`src/hdl/lbs_pkg.sv`:
```
// lbs_pkg: shared types, codes and reset constants for the leaky bucket shaper.
// No dependencies.
`timescale 1ns / 1ps
package lbs_pkg;

  localparam int QUEUE_DEPTH_DEF = 16;
  localparam int SIZE_BITS_DEF   = 12;
  localparam int TAG_BITS        = 16;
  localparam int TICK_BITS       = 16;
  localparam int ELAPSED_BITS    = 17;
  localparam int MAX_RESULTS     = 16;
  localparam int CNT_BITS        = $clog2(MAX_RESULTS + 1);

  localparam int BUCKET_RESET = 50;
  localparam int RATE_RESET   = 5;
  localparam int REFILL_RESET = 1000;

  localparam logic [1:0] REG_BUCKET = 2'd0;
  localparam logic [1:0] REG_RATE   = 2'd1;
  localparam logic [1:0] REG_REFILL = 2'd2;

  localparam logic [1:0] KIND_ACCEPT = 2'd0;
  localparam logic [1:0] KIND_DROP   = 2'd1;
  localparam logic [1:0] KIND_FULL   = 2'd2;
  localparam logic [1:0] KIND_SENT   = 2'd3;

  localparam logic CMD_TICK = 1'b1;

  typedef enum logic [3:0] {
    ST_IDLE,
    ST_SIZE,
    ST_FREE,
    ST_TICK,
    ST_READ,
    ST_CHECK,
    ST_RETURN,
    ST_DONE
  } state_t;

  typedef enum logic {
    ALU_SUB,
    ALU_ADDSAT
  } alu_op_t;

  typedef struct packed {
    logic accept;
    logic cmd_tick;
    logic drain_ok;
    logic fits;
  } status_t;

  typedef struct packed {
    logic busy;
    logic do_size;
    logic do_free;
    logic do_tick;
    logic do_read;
    logic do_check;
    logic do_return;
    logic do_done;
  } ctrl_t;

endpackage

```
`src/hdl/leaky_bucket_packet_shaper.sv`:
```
// leaky_bucket_packet_shaper: top level, datapath registers, queue pointers, result buffer.
// Depends on lbs_pkg, lbs_alu, lbs_desc_ram, lbs_ctrl.
//
// Channel   Direction  Signals                                  Handshake
// request   in         command, pkt_len, packet_tag             start & !busy
// result    out        result_kind, out_tag, out_size, last     result_valid, one cycle
// config    in         wr_index, wr_data                        wr_en, no wait
//
// Arrival states: size, free, read, done; tick states: tick, read, done. A packet sent adds
// check, return, read; a held-back head adds check. Shared ALU and registered read set this.
// Each result is held until the next one is made or the request ends, so the final one
// can carry last; that one shows in the first idle cycle after busy drops.
// Reset clears control state and reloads the config registers, free space and credit from lbs_pkg.
// The receiver cannot stall; there is no back-pressure on results.
`timescale 1ns / 1ps
module leaky_bucket_packet_shaper #(
  parameter int QUEUE_DEPTH = lbs_pkg::QUEUE_DEPTH_DEF,
  parameter int SIZE_BITS   = lbs_pkg::SIZE_BITS_DEF
) (
  input  logic                          clk,
  input  logic                          rst,
  input  logic                          start,
  output logic                          busy,
  input  logic                          command,
  input  logic [SIZE_BITS-1:0]          pkt_len,
  input  logic [lbs_pkg::TAG_BITS-1:0]  packet_tag,
  input  logic                          wr_en,
  input  logic [1:0]                    wr_index,
  input  logic [((SIZE_BITS > lbs_pkg::TICK_BITS) ? SIZE_BITS : lbs_pkg::TICK_BITS)-1:0] wr_data,
  output logic                          result_valid,
  output logic [1:0]                    result_kind,
  output logic [lbs_pkg::TAG_BITS-1:0]  out_tag,
  output logic [SIZE_BITS-1:0]          out_size,
  output logic                          last
);

  localparam int PW = (QUEUE_DEPTH > 1) ? $clog2(QUEUE_DEPTH) : 1;
  localparam int QCW = $clog2(QUEUE_DEPTH + 1);
  localparam int QW = SIZE_BITS + PW;
  localparam int TW = lbs_pkg::TAG_BITS;
  localparam int DW = TW + SIZE_BITS;
  localparam int EW = lbs_pkg::ELAPSED_BITS;
  localparam int CW = lbs_pkg::CNT_BITS;
  localparam logic [EW-1:0] ELAPSED_MAX = {EW{1'b1}};

  lbs_pkg::ctrl_t   ctrl;
  lbs_pkg::status_t status;

  logic [SIZE_BITS-1:0] bucket_bytes;
  logic [SIZE_BITS-1:0] bytes_per_interval;
  logic [lbs_pkg::TICK_BITS-1:0] refill_ticks;

  logic [SIZE_BITS-1:0] free_space;
  logic [SIZE_BITS-1:0] send_credit;
  logic [EW-1:0]        elapsed_ticks;
  logic [QW-1:0]        queued_sum;
  logic [PW-1:0]        queue_head;
  logic [PW-1:0]        queue_tail;
  logic [QCW-1:0]       queue_count;
  logic [CW-1:0]        n_results;

  logic                 req_cmd;
  logic [SIZE_BITS-1:0] req_size;
  logic [TW-1:0]        req_tag;
  logic                 too_big;

  logic                 pend_valid;
  logic [1:0]           pend_kind;
  logic [TW-1:0]        pend_tag;
  logic [SIZE_BITS-1:0] pend_size;

  logic [DW-1:0]        head_data;
  logic [SIZE_BITS-1:0] head_size;
  logic [TW-1:0]        head_tag;

  lbs_pkg::alu_op_t     alu_op;
  logic [SIZE_BITS-1:0] alu_a;
  logic [SIZE_BITS-1:0] alu_b;
  logic [SIZE_BITS-1:0] alu_res;
  logic                 alu_borrow;

  logic                 accept;
  logic                 q_full;
  logic                 enq;
  logic                 send;
  logic                 new_res;
  logic [1:0]           new_kind;
  logic [TW-1:0]        new_tag;
  logic [SIZE_BITS-1:0] new_size;
  logic [EW-1:0]        elapsed_inc;
  logic [QW-1:0]        bucket_ext;
  logic [PW-1:0]        tail_next;
  logic [PW-1:0]        head_next;

  assign busy      = ctrl.busy;
  assign accept    = start && !ctrl.busy;
  assign head_size = head_data[SIZE_BITS-1:0];
  assign head_tag  = head_data[DW-1:SIZE_BITS];
  assign q_full    = (queue_count == QCW'(QUEUE_DEPTH));
  assign enq       = ctrl.do_free && !too_big && !alu_borrow && !q_full;
  assign send      = ctrl.do_check && !alu_borrow;
  assign tail_next = (queue_tail == PW'(QUEUE_DEPTH - 1)) ? '0 : queue_tail + 1'b1;
  assign head_next = (queue_head == PW'(QUEUE_DEPTH - 1)) ? '0 : queue_head + 1'b1;
  assign bucket_ext = QW'(wr_data[SIZE_BITS-1:0]);
  assign elapsed_inc = (elapsed_ticks < ELAPSED_MAX) ? elapsed_ticks + 1'b1 : elapsed_ticks;

  always_comb begin
    status.accept   = accept;
    status.cmd_tick = (command == lbs_pkg::CMD_TICK);
    status.drain_ok = (queue_count != '0) && (n_results != CW'(lbs_pkg::MAX_RESULTS));
    status.fits     = !alu_borrow;
  end

  lbs_ctrl u_ctrl (
    .clk    (clk),
    .rst    (rst),
    .status (status),
    .ctrl   (ctrl)
  );

  // operand selection for the shared unit
  always_comb begin
    alu_op = lbs_pkg::ALU_SUB;
    alu_a  = free_space;
    alu_b  = req_size;
    if (ctrl.do_size) begin
      alu_a = bytes_per_interval;
    end else if (ctrl.do_check) begin
      alu_a = send_credit;
      alu_b = head_size;
    end else if (ctrl.do_return) begin
      alu_op = lbs_pkg::ALU_ADDSAT;
      alu_b  = head_size;
    end
  end

  lbs_alu #(.W(SIZE_BITS)) u_alu (
    .op     (alu_op),
    .a      (alu_a),
    .b      (alu_b),
    .res    (alu_res),
    .borrow (alu_borrow)
  );

  lbs_desc_ram #(.DEPTH(QUEUE_DEPTH), .DW(DW)) u_ram (
    .clk   (clk),
    .we    (enq),
    .waddr (queue_tail),
    .wdata ({req_tag, req_size}),
    .re    (ctrl.do_read),
    .raddr (queue_head),
    .rdata (head_data)
  );

  always_comb begin
    new_res  = ctrl.do_free || send;
    new_kind = lbs_pkg::KIND_SENT;
    new_tag  = head_tag;
    new_size = head_size;
    if (ctrl.do_free) begin
      new_tag  = req_tag;
      new_size = req_size;
      if (too_big || alu_borrow) begin
        new_kind = lbs_pkg::KIND_DROP;
      end else if (q_full) begin
        new_kind = lbs_pkg::KIND_FULL;
      end else begin
        new_kind = lbs_pkg::KIND_ACCEPT;
      end
    end
  end

  always_ff @(posedge clk) begin
    if (accept) begin
      req_cmd  <= command;
      req_size <= pkt_len;
      req_tag  <= packet_tag;
    end
    if (ctrl.do_size) begin
      too_big <= alu_borrow;
    end
  end

  // configuration and bucket state
  always_ff @(posedge clk) begin
    if (rst) begin
      bucket_bytes       <= SIZE_BITS'(lbs_pkg::BUCKET_RESET);
      bytes_per_interval <= SIZE_BITS'(lbs_pkg::RATE_RESET);
      refill_ticks       <= lbs_pkg::TICK_BITS'(lbs_pkg::REFILL_RESET);
      free_space         <= SIZE_BITS'(lbs_pkg::BUCKET_RESET);
      send_credit        <= SIZE_BITS'(lbs_pkg::RATE_RESET);
      elapsed_ticks      <= '0;
    end else begin
      if (wr_en) begin
        unique case (wr_index)
          lbs_pkg::REG_BUCKET: begin
            bucket_bytes <= wr_data[SIZE_BITS-1:0];
            free_space   <= (queued_sum >= bucket_ext) ? '0 :
                            SIZE_BITS'(bucket_ext - queued_sum);
          end
          lbs_pkg::REG_RATE: begin
            bytes_per_interval <= wr_data[SIZE_BITS-1:0];
            send_credit        <= wr_data[SIZE_BITS-1:0];
          end
          lbs_pkg::REG_REFILL: refill_ticks <= wr_data[lbs_pkg::TICK_BITS-1:0];
          default: ;
        endcase
      end
      if (enq || ctrl.do_return) begin
        free_space <= alu_res;
      end
      if (send) begin
        send_credit <= alu_res;
      end
      if (ctrl.do_tick && req_cmd == lbs_pkg::CMD_TICK) begin
        if (elapsed_inc > EW'(refill_ticks)) begin
          send_credit   <= bytes_per_interval;
          elapsed_ticks <= '0;
        end else begin
          elapsed_ticks <= elapsed_inc;
        end
      end
    end
  end

  // queue pointers and result count
  always_ff @(posedge clk) begin
    if (rst) begin
      queue_head  <= '0;
      queue_tail  <= '0;
      queue_count <= '0;
      queued_sum  <= '0;
      n_results   <= '0;
    end else begin
      if (accept) begin
        n_results <= '0;
      end else if (new_res) begin
        n_results <= n_results + 1'b1;
      end
      if (enq) begin
        queue_tail  <= tail_next;
        queue_count <= queue_count + 1'b1;
        queued_sum  <= queued_sum + QW'(req_size);
      end
      if (send) begin
        queue_head  <= head_next;
        queue_count <= queue_count - 1'b1;
        queued_sum  <= queued_sum - QW'(head_size);
      end
    end
  end

  // one-deep hold so the final result of a request carries last
  always_ff @(posedge clk) begin
    if (rst) begin
      pend_valid   <= 1'b0;
      result_valid <= 1'b0;
      last         <= 1'b0;
    end else begin
      result_valid <= 1'b0;
      last         <= 1'b0;
      if (new_res) begin
        pend_valid   <= 1'b1;
        result_valid <= pend_valid;
      end else if (ctrl.do_done) begin
        pend_valid   <= 1'b0;
        result_valid <= pend_valid;
        last         <= pend_valid;
      end
    end
  end

  always_ff @(posedge clk) begin
    if (new_res) begin
      pend_kind <= new_kind;
      pend_tag  <= new_tag;
      pend_size <= new_size;
    end
    if (new_res || ctrl.do_done) begin
      result_kind <= pend_kind;
      out_tag     <= pend_tag;
      out_size    <= pend_size;
    end
  end

  a_last_idle: assert property (@(posedge clk) disable iff (rst)
    (result_valid && last) |-> !busy)
    else $error("last result while still busy");

  a_mid_busy: assert property (@(posedge clk) disable iff (rst)
    (result_valid && !last) |-> busy)
    else $error("non-final result after request finished");

  a_accept_busy: assert property (@(posedge clk) disable iff (rst)
    (start && !busy) |=> busy)
    else $error("request accepted but sequencer stayed idle");

  a_count_range: assert property (@(posedge clk) disable iff (rst)
    queue_count <= QCW'(QUEUE_DEPTH))
    else $error("queue count beyond depth");

  a_result_limit: assert property (@(posedge clk) disable iff (rst)
    n_results <= CW'(lbs_pkg::MAX_RESULTS))
    else $error("too many results for one request");

endmodule

```
`src/hdl/lbs_alu.sv`:
```
// lbs_alu: shared subtract/compare and saturating add unit.
// Depends on lbs_pkg.
`timescale 1ns / 1ps
module lbs_alu #(
  parameter int W = lbs_pkg::SIZE_BITS_DEF
) (
  input  lbs_pkg::alu_op_t op,
  input  logic [W-1:0]     a,
  input  logic [W-1:0]     b,
  output logic [W-1:0]     res,
  output logic             borrow
);

  logic [W:0] diff;
  logic [W:0] sum;

  assign diff   = {1'b0, a} - {1'b0, b};
  assign sum    = {1'b0, a} + {1'b0, b};
  assign borrow = diff[W];

  always_comb begin
    unique case (op)
      lbs_pkg::ALU_SUB:    res = diff[W-1:0];
      lbs_pkg::ALU_ADDSAT: res = sum[W] ? {W{1'b1}} : sum[W-1:0];
      default:             res = diff[W-1:0];
    endcase
  end

endmodule

```
`src/hdl/lbs_desc_ram.sv`:
```
// lbs_desc_ram: descriptor queue storage, one write and one registered read port.
// Depends on lbs_pkg.
`timescale 1ns / 1ps
module lbs_desc_ram #(
  parameter int DEPTH = lbs_pkg::QUEUE_DEPTH_DEF,
  parameter int DW    = lbs_pkg::TAG_BITS + lbs_pkg::SIZE_BITS_DEF
) (
  input  logic                     clk,
  input  logic                     we,
  input  logic [$clog2(DEPTH)-1:0] waddr,
  input  logic [DW-1:0]            wdata,
  input  logic                     re,
  input  logic [$clog2(DEPTH)-1:0] raddr,
  output logic [DW-1:0]            rdata
);

  logic [DW-1:0] mem [DEPTH];

  always_ff @(posedge clk) begin
    if (we) begin
      mem[waddr] <= wdata;
    end
  end

  always_ff @(posedge clk) begin
    if (re) begin
      rdata <= mem[raddr];
    end
  end

endmodule

```
`src/hdl/lbs_ctrl.sv`:
```
// lbs_ctrl: sequencer that steps one request through admit or tick, then drain.
// Depends on lbs_pkg.
`timescale 1ns / 1ps
module lbs_ctrl (
  input  logic             clk,
  input  logic             rst,
  input  lbs_pkg::status_t status,
  output lbs_pkg::ctrl_t   ctrl
);

  lbs_pkg::state_t state;
  lbs_pkg::state_t state_next;

  always_ff @(posedge clk) begin
    if (rst) begin
      state <= lbs_pkg::ST_IDLE;
    end else begin
      state <= state_next;
    end
  end

  always_comb begin
    state_next = state;
    unique case (state)
      lbs_pkg::ST_IDLE: begin
        if (status.accept) begin
          state_next = status.cmd_tick ? lbs_pkg::ST_TICK : lbs_pkg::ST_SIZE;
        end
      end
      lbs_pkg::ST_SIZE:   state_next = lbs_pkg::ST_FREE;
      lbs_pkg::ST_FREE:   state_next = lbs_pkg::ST_READ;
      lbs_pkg::ST_TICK:   state_next = lbs_pkg::ST_READ;
      lbs_pkg::ST_READ: begin
        state_next = status.drain_ok ? lbs_pkg::ST_CHECK : lbs_pkg::ST_DONE;
      end
      lbs_pkg::ST_CHECK: begin
        state_next = status.fits ? lbs_pkg::ST_RETURN : lbs_pkg::ST_DONE;
      end
      lbs_pkg::ST_RETURN: state_next = lbs_pkg::ST_READ;
      lbs_pkg::ST_DONE:   state_next = lbs_pkg::ST_IDLE;
      default:            state_next = lbs_pkg::ST_IDLE;
    endcase
  end

  always_comb begin
    ctrl = '0;
    unique case (state)
      lbs_pkg::ST_IDLE:   ctrl.busy = 1'b0;
      lbs_pkg::ST_SIZE:   begin ctrl.busy = 1'b1; ctrl.do_size   = 1'b1; end
      lbs_pkg::ST_FREE:   begin ctrl.busy = 1'b1; ctrl.do_free   = 1'b1; end
      lbs_pkg::ST_TICK:   begin ctrl.busy = 1'b1; ctrl.do_tick   = 1'b1; end
      lbs_pkg::ST_READ:   begin ctrl.busy = 1'b1; ctrl.do_read   = 1'b1; end
      lbs_pkg::ST_CHECK:  begin ctrl.busy = 1'b1; ctrl.do_check  = 1'b1; end
      lbs_pkg::ST_RETURN: begin ctrl.busy = 1'b1; ctrl.do_return = 1'b1; end
      lbs_pkg::ST_DONE:   begin ctrl.busy = 1'b1; ctrl.do_done   = 1'b1; end
      default:            ctrl = '0;
    endcase
  end

endmodule
```
`config.mk`:
```
export PLATFORM = sky130hd
export DESIGN_NAME = leaky_bucket_packet_shaper
export DESIGN_NICKNAME = d
export VERILOG_FILES = /design/src/hdl/lbs_pkg.sv /design/src/hdl/leaky_bucket_packet_shaper.sv /design/src/hdl/lbs_alu.sv /design/src/hdl/lbs_desc_ram.sv /design/src/hdl/lbs_ctrl.sv
export SDC_FILE = /design/constraint.sdc
export NUM_CORES = 1
export LEC_CHECK = 0
export BUFFER_PORTS_ARGS = -buffer_cell sky130_fd_sc_hd__buf_4
export CORE_MARGIN = 5
export CORE_UTILIZATION = 56
export CTS_BUF_LIST = sky130_fd_sc_hd__clkbuf_8
export DETAILED_ROUTE_END_ITERATION = 8
export PLACE_DENSITY = 0.88
export RECOVER_POWER = 25
export SETUP_SLACK_MARGIN = 0.3
export SYNTH_ARGS = -nofsm -noshare
export SYNTH_HDL_FRONTEND = slang
export SYNTH_SLANG_ARGS = --single-unit
```
`constraint.sdc`:
```
create_clock -name clk -period 5.64 [get_ports clk]
set_clock_uncertainty 0.1 [all_clocks]
set_input_delay 0.282 -clock clk [delete_from_list [all_inputs] [get_ports clk]]
set_output_delay 0.282 -clock clk [all_outputs]
set_load 0.1 [all_outputs]
```
# Word-level counts from Yosys, hierarchy flattened
# Memories as Yosys holds them, arrays and structs flattened. A register that Yosys moved wholly into a read port is not among the register bits.
# Index checks and enable logic that the tools add are counted.
dict set report word_totals {
  reg_bits 200
  mem_bits_rw 448
  input_bits 51
  out_inout_bits 33
  elab_cells 136
  memories 1
}
dict set report classes {
  add_sub_neg 11
  magnitude_cmp 3
  n_eq_ne 14
  n_mux 50
  bitwise 2
  reduce_logical 30
}
# name depth width read_ports rd_ports_with_merged_regs write_ports line
set memory_table {}
lappend memory_table {u_ram.mem 16 28 1 1 1 lbs_desc_ram.sv:17} ;# logic [DW-1:0] mem [DEPTH];
# op n
set ops {}
lappend ops {{12-bit two-way mux} 16}
lappend ops {{16-bit two-way mux} 3}
lappend ops {{17-bit two-way mux} 2}
lappend ops {{12-bit one-hot mux with 2 select lines} 1}
lappend ops {{4-bit one-hot mux with 5 select lines} 1}
lappend ops {{1-bit two-way mux} 18}
lappend ops {{17-bit by 1-bit adder with 17-bit output (second input constant)} 1}
lappend ops {{17-bit by 16-bit greater-than comparator with 1-bit output} 1}
lappend ops {{17-bit less-than comparator (second input constant)} 1}
lappend ops {{16-bit by 12-bit adder with 16-bit output} 1}
lappend ops {{4-bit by 3-bit equality test with 1-bit output (second input constant)} 4}
lappend ops {{16-bit by 12-bit greater-or-equal comparator with 1-bit output} 1}
lappend ops {{16-bit by 12-bit subtractor with 16-bit output} 1}
lappend ops {{12-bit by 12-bit adder with 13-bit output} 1}
lappend ops {{12-bit by 12-bit subtractor with 13-bit output} 1}
lappend ops {{4-bit two-way mux} 3}
lappend ops {{12-bit subtractor} 1}
lappend ops {{5-bit by 1-bit adder with 5-bit output (second input constant)} 2}
lappend ops {{5-bit two-way mux} 2}
lappend ops {{4-bit by 1-bit adder with 4-bit output (second input constant)} 2}
lappend ops {{4-bit by 2-bit equality test with 1-bit output (second input constant)} 2}
lappend ops {{4-bit equality test (second input constant)} 2}
lappend ops {{2-bit two-way mux} 4}
lappend ops {{2-bit nonzero test} 4}
lappend ops {{18 further kinds} 35}

# Logic depth before layout (Yosys ltp)
# Gate-level depths: netlist of the first run.
dict set report depth {
  depth_word 12
  mapped_depth 28
  depth_no_buf 26
}

# By module
# From an unflattened synthesis of the first run, not the netlist that was laid out.
dict set report hier_totals {
  hier_cells 2029
  hier_area_um2 30035.1
}
# mod n_inst cells_each area_each_um2 seq_area_each_um2
set by_module_without_submodules {}
lappend by_module_without_submodules {lbs_desc_ram 1 735 17814.6 14293.7}
lappend by_module_without_submodules {leaky_bucket_packet_shaper 1 1090 10707.8 4824.6}
lappend by_module_without_submodules {lbs_alu 1 182 1305.0 0.0}
lappend by_module_without_submodules {lbs_ctrl 1 22 207.7 60.1}

# Worst setup path after synthesis of the first run
# Ideal clock, no wire load.
dict set report synth_timing {
  kind {reg2reg}
  from {register u_ctrl.state[1]}
  to {memory u_ram.mem[3][0] in the netlist's numbering (enable)}
  setup_time_ns 0.448
  arrival_time_ns 5.093
  required_ns 5.092
  path_slack_ns -0.002
  path_stages_with_launch 14
  n_path_buf 3
  synth_period_minus_slack_ns 5.642
  path_cell_list {dfxtp_1 -> buf_2 -> nor2b_1 -> o21ai_0 -> clkbuf_1 -> mux2_2 -> ha_1 -> nor3b_1 -> o31a_1 -> a211oi_2 -> o21ba_1 -> buf_4 -> nand2_1 -> nor3_1}
}
dict set report synth_via {
  elab_chain_cells 11
  elab_cells_between_ends 20
  cone_classes {1 x add/sub; 4 x eq/ne; 11 x mux; 4 x reduce/logical}
}
# item line
set synth_lines {}
lappend synth_lines {{from (decl)} lbs_ctrl.sv:11} ;# lbs_pkg::state_t state;
lappend synth_lines {{from (signal assigned)} lbs_ctrl.sv:16} ;# state <= lbs_pkg::ST_IDLE;
lappend synth_lines {{from (signal assigned)} lbs_ctrl.sv:18} ;# state <= state_next;
lappend synth_lines {{4-bit by 3-bit equality test with 1-bit output} lbs_ctrl.sv:47} ;# unique case (state)
lappend synth_lines {{1-bit two-way mux} lbs_ctrl.sv:47}
lappend synth_lines {{12-bit two-way mux} leaky_bucket_packet_shaper.sv:131} ;# end else if (ctrl.do_return) begin
lappend synth_lines {{12-bit two-way mux} leaky_bucket_packet_shaper.sv:128} ;# end else if (ctrl.do_check) begin
lappend synth_lines {{12-bit two-way mux} leaky_bucket_packet_shaper.sv:126} ;# if (ctrl.do_size) begin
lappend synth_lines {{12-bit by 12-bit subtractor with 13-bit output} lbs_alu.sv:17} ;# assign diff = {1'b0, a} - {1'b0, b};
lappend synth_lines {{1-bit zero test} --}
lappend synth_lines {{1-bit logical AND * (2 in series)} leaky_bucket_packet_shaper.sv:100} ;# assign enq = ctrl.do_free && !too_big && !alu_borrow && !q_full;
lappend synth_lines {{1-bit two-way mux *} lbs_desc_ram.sv:20} ;# if (we) begin
lappend synth_lines {{1-bit two-way mux (not written as such) *} lbs_desc_ram.sv:21} ;# mem[waddr] <= wdata;
lappend synth_lines {{to (decl)} lbs_desc_ram.sv:17}
# Every way passes the cells marked *; elsewhere a longest branch is shown, timed or not.

# Final worst setup path of the first run
dict set report layout_timing {
  from {register u_ctrl.state[0]}
  to {register queued_sum[10]}
}
dict set report layout_via {
  elab_chain_cells 10
  elab_cells_between_ends 21
  cone_classes {1 x add/sub; 4 x eq/ne; 10 x mux; 6 x reduce/logical}
}
# item line
set layout_lines {}
lappend layout_lines {{4-bit by 3-bit equality test with 1-bit output} lbs_ctrl.sv:47}
lappend layout_lines {{1-bit two-way mux} lbs_ctrl.sv:47}
lappend layout_lines {{12-bit two-way mux} leaky_bucket_packet_shaper.sv:131}
lappend layout_lines {{12-bit two-way mux} leaky_bucket_packet_shaper.sv:128}
lappend layout_lines {{12-bit two-way mux} leaky_bucket_packet_shaper.sv:126}
lappend layout_lines {{12-bit by 12-bit subtractor with 13-bit output} lbs_alu.sv:17}
lappend layout_lines {{1-bit zero test} --}
lappend layout_lines {{1-bit logical AND (2 in series)} leaky_bucket_packet_shaper.sv:100}
lappend layout_lines {{2-bit nonzero test (no source line)} --}
lappend layout_lines {{to (signal assigned)} leaky_bucket_packet_shaper.sv:243} ;# queued_sum <= queued_sum + QW'(req_size);
lappend layout_lines {{to (signal assigned)} leaky_bucket_packet_shaper.sv:248} ;# queued_sum <= queued_sum - QW'(head_size);
lappend layout_lines {{to (decl)} leaky_bucket_packet_shaper.sv:56} ;# logic [QW-1:0] queued_sum;
# Parallel ways exist; a longest one is shown, timed or not.
# A chain may end at the register's enable or synchronous reset.

==> out/summary.txt, run 1 <==
First-pass GRT wire length: 114 mm
Period utilization: 0.928
Initial Util: 0.563
Layout cells sized above 1: 0.218
Worst Hold Class: in -> reg
Chip Height: 239 µm
Post-synth EDFFs: 566
Clk root buf: clkbuf_8
Clk buf depth: 3
Worst Setup Slack, final: 0.404 ns
Synthesized flop and latch total: 675
Ys async rst share: 0
Worst EP required: 6.00 ns
Final setup vio count: 0
Worst Path Arrival: 5.60 ns
Starting DRT DRC Count: 2221
Synth Cell Area: 29500 µm²
Core area: 52300 µm²
# nets final: 2338
Synth Area per Inst: 14.9 µm²
Die width: 239 µm
Detailed Place HPWL: 47.2 mm
Full die area: 57300 µm²
P&R area growth vs syn: 15.2%
Final min period: 5.24 ns
Drt pass-1 iters: 7
Critical path peak fanout: 12
CTS sink cnt: 675
Vias in the first global route: 18900
Pwr dens: 312 nW/µm²
Setup repair after global routing missed its margin: true
Clk slew on worst S/H paths: 0.06 ns
Number of port buffers: 83
Hold path cells: 4
DRT antenna net count: 0
WL final: 76.5 mm
Clk Latency, worst-skew pair: 0.73 ns
GP Congestion: 0.935
Initial antenna violation count: 5
Row cnt: 84
Overflow after GRT: 0
RR Startpoint: u_ctrl.state[0]$_SDFFE_PP0P_
Least-Margin Pin Slew: 3.25 ns
Hold path start: wr_index[1]
Via/cell ratio: 6.31
Vias: 18700
Crit path capture type: flop
Cells after DPL: 2720
Startpoint types: flop
Final Hold Fails: 0
CTS Buf Count: 104
Max VDD drop: 0.362 mV
Max Slew Vio Count: 69
Worst R2R End: queued_sum[10]$_SDFFE_PP0P_
I/O pin count: 84
Static leakage: 11.7 nW
Main synth FF type: edfxtp_1
R2r setup slk: 0.40 ns
Fill count: 3486
Syn_nets: 2124
Max Clk Rate: 191 MHz
GRT Util Overall: 0.267
Fin Setup TNS: 0 ns
Status: finished with violations
Layout Cells excl Fill: 2971
DRC viols: 0
Post-Syn Instances: 1978
Synth Warn #: 0
Pre-CTS setup slack: 0.0847 ns
Hold path endpoint: bytes_per_interval[0]$_SDFFE_PP1P_
Max cap viols: 1
CP Class: reg -> reg
Worst slew margin: -1.16
WL per Instance: 25.8 µm
Largest net degree at the start of global routing: 72
Distinct cells, synth: 90
Seq/Total Area, Yosys: 0.651
Violated checks: capacitance limit, slew limit
CTS tree: built
Register-to-Register Path Depth: 26
Htree depth: 3
[stage by stage]
stage | cell area [µm²] | util | hold slack [ns] | power, mW
6_report | 33900 | 0.648 | 0.108 | 10.6
5_1_grt | 33900 | 0.648 | 0.0984 | 10.9
4_1_cts | 33900 | 0.647 | 0.0128 | 10.6
3_5_place_dp | 31400 | 0.599 | 0.305 | 6.72
3_3_place_gp | 31400 | 0.599 | 0.303 | 6.68
2_1_floorplan | 29500 | - | 0.281 | 6.36
[flip-flops by register name (all words and copies together) (netlist names), 16 cells and up]
register,cells
elapsed_ticks,17
out_tag,16
pend_tag,16
queued_sum,16
refill_ticks,16
req_tag,16
u_ram.mem,448
u_ram.rdata,28
[cell usage after synthesis, drive strengths merged (5+ instances only)]
library cell / n / area [µm²]
mux2i: 30 / 300
or2: 7 / 43.8
nor3: 18 / 106
inv: 86 / 323
o31ai: 9 / 67.6
xnor2: 33 / 289
fa: 5 / 100
or3: 13 / 81.3
mux2: 13 / 146
a21oi: 96 / 499
nand2: 238 / 893
mux4: 140 / 3150
a221oi: 5 / 50.0
o21bai: 5 / 41.3
a211o: 10 / 96.4
and2: 9 / 56.3
o221ai: 7 / 61.3
nand3b: 6 / 45.0
a31oi: 10 / 62.6
xor2: 24 / 210
nand4: 10 / 62.6
nand3: 25 / 130
nor4: 6 / 37.5
nand2b: 18 / 113
a211oi: 21 / 173
nor2b: 6 / 37.5
ha: 90 / 1130
o21a: 5 / 37.5
edfxtp: 566 / 17000
a21o: 16 / 120
nor2: 105 / 407
and3: 12 / 75.1
buf: 36 / 193
clkbuf: 55 / 206
dfxtp: 109 / 2180
o21ai: 74 / 378
[placed cells by master, fill, tap and decap left out, types with 20 or more instances in the layout]
cell type | netlist | routed
nand3_1 | 24 | 24
inv_1 | 83 | 114
a21oi_1 | 93 | 92
nor2_1 | 102 | 90
edfxtp_1 | 566 | 566
buf_4 | 5 | 99
nand2_1 | 238 | 236
mux2i_1 | 30 | 29
mux4_2 | 140 | 140
dlygate4sd3_1 | 0 | 49
o21ai_0 | 52 | 51
xnor2_1 | 33 | 33
clkinv_2 | 0 | 21
xor2_1 | 24 | 24
o21ai_1 | 20 | 20
dfxtp_1 | 109 | 104
clkbuf_8 | 0 | 108
clkinv_1 | 0 | 24
clkbuf_4 | 0 | 27
ha_1 | 90 | 90
[area by class of cell]
type	instances	area, µm²	share of cell area
Timing Repair Buffer	199	1810	0.0533
Clock buffer	108	1490	0.0438
Multi-Input combinational cell	1126	9760	0.288
Sequential cell	675	19200	0.566
Inverter	86	323	0.00952
Tap cell	688	861	0.0254
Antenna cell	3	7.51	0.000221
Clock inverter	86	489	0.0144
[power by group]
group | switching (mW) | internal (mW)
registers | 0.109 | 5.55
logic | 0.694 | 0.327
clock network | 1.96 | 1.94
total | 2.76 | 7.82
[worst max-delay path: stages, from the launching register on]
cell      delay (ns)
dfxtp_4         0.41
inv_1           0.09
nor2_1          0.18
o21ai_2         0.10
buf_12          0.18
mux2_2          0.25
ha_1            0.18
inv_1           0.06
fa_1            0.41
nor2b_1         0.17
o311ai_2        0.27
buf_4           0.17
a211oi_4        0.08
o21bai_4        0.21
inv_2           0.07
o21ai_0         0.15
ha_1            0.19
inv_1           0.05
fa_1            0.39
a21o_1          0.22
a21oi_4         0.19
o21bai_1        0.13
a31oi_1         0.22
o21ai_0         0.16
xor2_1          0.17
mux2i_1         0.14
nor2_1          0.05
[timing repair]
action,in CTS,in global routing
hold endpoints to repair,76,0
resized for setup,4,7
hold buffers,49,0
setup buffers,0,4
pin swaps,0,5
cloned,0,1
endpoints found under the setup margin,7,8
[how the worst max path moves through the flow]
stage | from | to | cells past startpoint
after floorplan | u_ctrl.state[1]$_SDFFE_PP0P_ | queued_sum[15]$_SDFFE_PP0P_ | 24
after global placement | u_ctrl.state[0]$_SDFFE_PP0P_ | queued_sum[15]$_SDFFE_PP0P_ | 23
after detailed placement | u_ctrl.state[0]$_SDFFE_PP0P_ | queued_sum[14]$_SDFFE_PP0P_ | 23
after CTS | u_ctrl.state[1]$_SDFFE_PP0P_ | queued_sum[15]$_SDFFE_PP0P_ | 22
after global routing | u_ctrl.state[0]$_SDFFE_PP0P_ | queued_sum[14]$_SDFFE_PP0P_ | 27
final | u_ctrl.state[0]$_SDFFE_PP0P_ | queued_sum[10]$_SDFFE_PP0P_ | 26
[metal layers]
layer | vias up | global-route usage | share of wire
li1 | 8009 | - | -
met1 | 9324 | 0.347 | 0.36
met2 | 1177 | 0.451 | 0.50
met3 | 230 | 0.0562 | 0.10
met4 | 0 | 0.0934 | 0.036
met5 | - | 0 | 0
[kinds of logic (layout without fill, tap and decap cells)]
family,after synthesis,after routing,share of synthesized area
fa+ha+maj,95,95,0.0416
other cells,0,3,0
simple gates,488,488,0.0758
xor+xnor,57,57,0.0169
mux,183,183,0.122
flops,675,675,0.651
compound gates,303,303,0.0680
buf+inv,177,479,0.0245
(Power assumes the default switching activity.)
==> run 2, diff against run 1 <==
Settings changed: ABC_AREA set to 1.
==> out/summary.txt, run 2 <==
Status: finished, final reports clean (was finished with violations)
Final Hold Fails: 0 (unchanged)
Post-Syn Instances: 2801 (was 1978)
Vias: 23000 (was 18700)
Post-synthesis simple-gate area fraction: 0.143 (was 0.0758)
Initial Util: 0.563 (about the same)
WL met3: 9.70 mm (was 7.77 mm)
Multi-input gate area: 9920 µm² (was 9760 µm²)
Via/cell ratio: 6.12 (was 6.31)
Setup repair after global routing missed its margin: false (was true)
WL met2: 40.1 mm (was 38.6 mm)
Register-to-Register Path Depth: 33 (was 26)
Startpoint types: flop (unchanged)
Distinct cells, synth: 51 (was 90)
Final instance area: 34500 µm² (was 33900 µm²)
Synth Area in XOR/XNOR: 0.0136 (was 0.0169)
Worst slew margin: 0.207 (was -1.16)
Vias in the first global route: 22600 (was 18900)
GRT Util Overall: 0.280 (was 0.267)
Final setup vio count: 0 (unchanged)
RR Startpoint: u_ctrl.state[0]$_SDFFE_PP0P_ (unchanged)
Max cap viols: 0 (was 1)
Main synth FF type: edfxtp_1 (unchanged)
Pwr dens: 342 nW/µm² (was 312 nW/µm²)
Commonest cells post-synth: edfxtp_1 (566), nand2_1 (467), nor2_1 (393) (was edfxtp_1 (566), nand2_1 (238), mux4_2 (140))
Post-synth EDFFs: 566 (unchanged)
Max Slew Vio Count: 0 (was 69)
Clk buf depth: 3 (unchanged)
Die width: 242 µm (was 239 µm)
Number of port buffers: 83 (unchanged)
DR top layer: met4 (unchanged)
WL per Instance: 22.6 µm (was 25.8 µm)
Synth Warn #: 0 (unchanged)
Overflow after GRT: 0 (unchanged)
Max Clk Rate: 199 MHz (was 191 MHz)
Drt pass-1 iters: 7 (unchanged)
CTS tree: built (unchanged)
P&R area growth vs syn: 14.1% (was 15.2%)
Row cnt: 85 (was 84)
Crit path to: queued_sum[12]$_SDFFE_PP0P_ (was queued_sum[10]$_SDFFE_PP0P_)
Largest register FFs: 448 (unchanged)
CTS Buf Count: 104 (unchanged)
Crit path max-delay cell type: fa_1 (was dfxtp_4)
DRC viols: 0 (unchanged)
Total design power: 11.8 mW (was 10.6 mW)
# nets final: 3121 (was 2338)
Starting DRT DRC Count: 3368 (was 2221)
CTS sink cnt: 675 (unchanged)
Area after DPL: 31700 µm² (was 31400 µm²)
Count leader, synth: edfxtp_1 (unchanged)
Main area contributors after synthesis: edfxtp_1 (56%), dfxtp_1 (7.2%), nand2_1 (5.8%) (was edfxtp_1 (58%), mux4_2 (11%), dfxtp_1 (7.4%))
Worst Path Arrival: 5.51 ns (was 5.60 ns)
Clk slew on worst S/H paths: 0.08 ns (was 0.06 ns)
Area leader, netlist: edfxtp_1 (unchanged)
Detailed Place HPWL: 52.6 mm (was 47.2 mm)
Worst EP required: 6.13 ns (was 6.00 ns)
Least-Margin Pin Slew: 1.19 ns (was 3.25 ns)
Chip Height: 242 µm (was 239 µm)
Seq/Total Area, Yosys: 0.634 (was 0.651)
Syn_nets: 2947 (was 2124)
Commonest non-fill, non-tap cell in the layout: edfxtp_1 (unchanged)
Post-Synth Adder-Cell Area: 0.0405 (was 0.0416)
Area occupied by registers: 19200 µm² (about the same)
Hold path cells: 5 (was 4)
Max VDD drop: 0.308 mV (was 0.362 mV)
Clk root buf: clkbuf_8 (unchanged)
Commonest non-fill, non-tap cells in the layout: edfxtp_1 (566), nand2_1 (467), nor2_1 (374), inv_1 (230), o21ai_0 (225) (was edfxtp_1 (566), nand2_1 (236), mux4_2 (140), inv_1 (114), clkbuf_8 (108))
CP startpoint: u_ctrl.state[0]$_SDFFE_PP0P_ (unchanged)
R2r setup slk: 0.62 ns (was 0.40 ns)
Layout cells sized above 1: 0.107 (was 0.218)
Largest family of logic cells by synthesized area: simple AND/OR/NAND/NOR gates (was multiplexers)
Initial antenna violation count: 0 (was 5)
Antenna Cells: 0 (was 3)
Compound-Gate Fraction of Synth Area: 0.109 (was 0.0680)
WHS: 0.0622 ns (was 0.108 ns)
Largest regs: u_ram.mem x448, u_ram.rdata x28, elapsed_ticks x17 (unchanged)
Static leakage: 12.9 nW (was 11.7 nW)
Synth Area per Inst: 10.8 µm² (was 14.9 µm²)
Layout Cells excl Fill: 3755 (was 2971)
Max stage delay on crit path: 0.41 ns (about the same)
Most flop-heavy register: u_ram.mem (unchanged)
Period utilization: 0.890 (was 0.928)
Synthesized flop and latch total: 675 (unchanged)
DRT antenna net count: 0 (unchanged)
Worst Hold Class: in -> reg (unchanged)
Metal1 wirelength: 31.7 mm (was 27.5 mm)
CP Class: reg -> reg (unchanged)
Final min period: 5.02 ns (was 5.24 ns)
Critical path peak fanout: 12 (unchanged)
Fill count: 3770 (was 3486)
Full die area: 58700 µm² (was 57300 µm²)
First-pass GRT wire length: 129 mm (was 114 mm)
Largest net degree at the start of global routing: 135 (was 72)
Crit path capture type: flop (unchanged)
Most used cell, CP: nand2_1 (was inv_1)
Core area: 53700 µm² (was 52300 µm²)
I/O pin count: 84 (unchanged)
Worst R2R End: queued_sum[12]$_SDFFE_PP0P_ (was queued_sum[10]$_SDFFE_PP0P_)
WL final: 85.0 mm (was 76.5 mm)
Synth top area share: 0.562 (was 0.577)
Clk Latency, worst-skew pair: 0.73 ns (about the same)
Mux cell area share after synthesis: 0.0156 (was 0.122)
Synth Cell Area: 30200 µm² (was 29500 µm²)
Ys async rst share: 0 (unchanged)
GP Congestion: 0.947 (was 0.935)
Cells after DPL: 3492 (was 2720)
Fin Setup TNS: 0 ns (unchanged)
Htree depth: 3 (unchanged)
## run 2: worst min-delay path by stage
stage,to,slack (ns),startpoint
6_report,bytes_per_interval[10]$_SDFFE_PP0P_,0.06,wr_en
5_1_grt,bytes_per_interval[10]$_SDFFE_PP0P_,0.04,wr_en
4_1_cts,bytes_per_interval[4]$_SDFFE_PP0P_,0.03,wr_en
3_5_place_dp,out_tag[7]$_DFFE_PP_,0.31,pend_tag[7]$_DFFE_PP_
3_3_place_gp,result_kind[1]$_DFFE_PP_,0.30,pend_kind[1]$_SDFFCE_PN1P_
2_1_floorplan,req_cmd$_DFFE_PP_,0.28,command
## run 2: layout make-up
class	count	area share
clock buffer	113	0.0451
clock inverter	77	0.0140
inverter	203	0.0223
multi-input combinational	1791	0.288
sequential	675	0.556
tap	696	0.0252
timing repair buffer	200	0.0494
## run 2: logic make-up (layout without fill, tap and decap cells)
logic type               Yosys count  in the layout
flip-flops                       675            675
multiplexers                      47             47
AND/OR/NAND/NOR                 1057           1058
buffers and inverters            336            593
adder cells (fa/ha/maj)           95             95
AO/OA/AOI/OAI                    544            544
XOR/XNOR                          47             47
## run 2: metal layers
metal / vias to the layer above / GRT usage
met5: - / 0
met4: 0 / 0.109
met3: 291 / 0.0687
met2: 1621 / 0.457
met1: 10800 / 0.366
li1: 10200 / -
## run 2: critical path, delay by kind of cell (launching register included)
kind,cells,cell delay [ns]
XOR/XNOR,1,0.14
buffers and inverters,6,0.60
flip-flops,1,0.36
adder cells (fa/ha/maj),4,1.12
AO/OA/AOI/OAI,7,0.89
AND/OR/NAND/NOR,15,1.67
## run 2: stage by stage
step	setup WS, ns	util
CTS	0.438	0.641
finish	0.618	0.642
global route	0.216	0.642
global placement	0.572	0.591
floorplan	0.893	-
detailed placement	0.443	0.591
## run 2: power by group
group | leakage [nW] | internal [mW] | switching [mW] | total, mW
Combinational | 5.69 | 0.522 | 1.38 | 1.90
Sequential | 6.00 | 5.71 | 0.209 | 5.92
Clock | 1.19 | 2.05 | 1.94 | 3.99
## run 2: repair_timing
item                                    4_1_cts  5_1_grt
resized for setup                             0        7
buffers inserted                              0        9
hold buffers                                 63        0
endpoints found under the hold margin        85        0
endpoints found under the setup margin        0        9
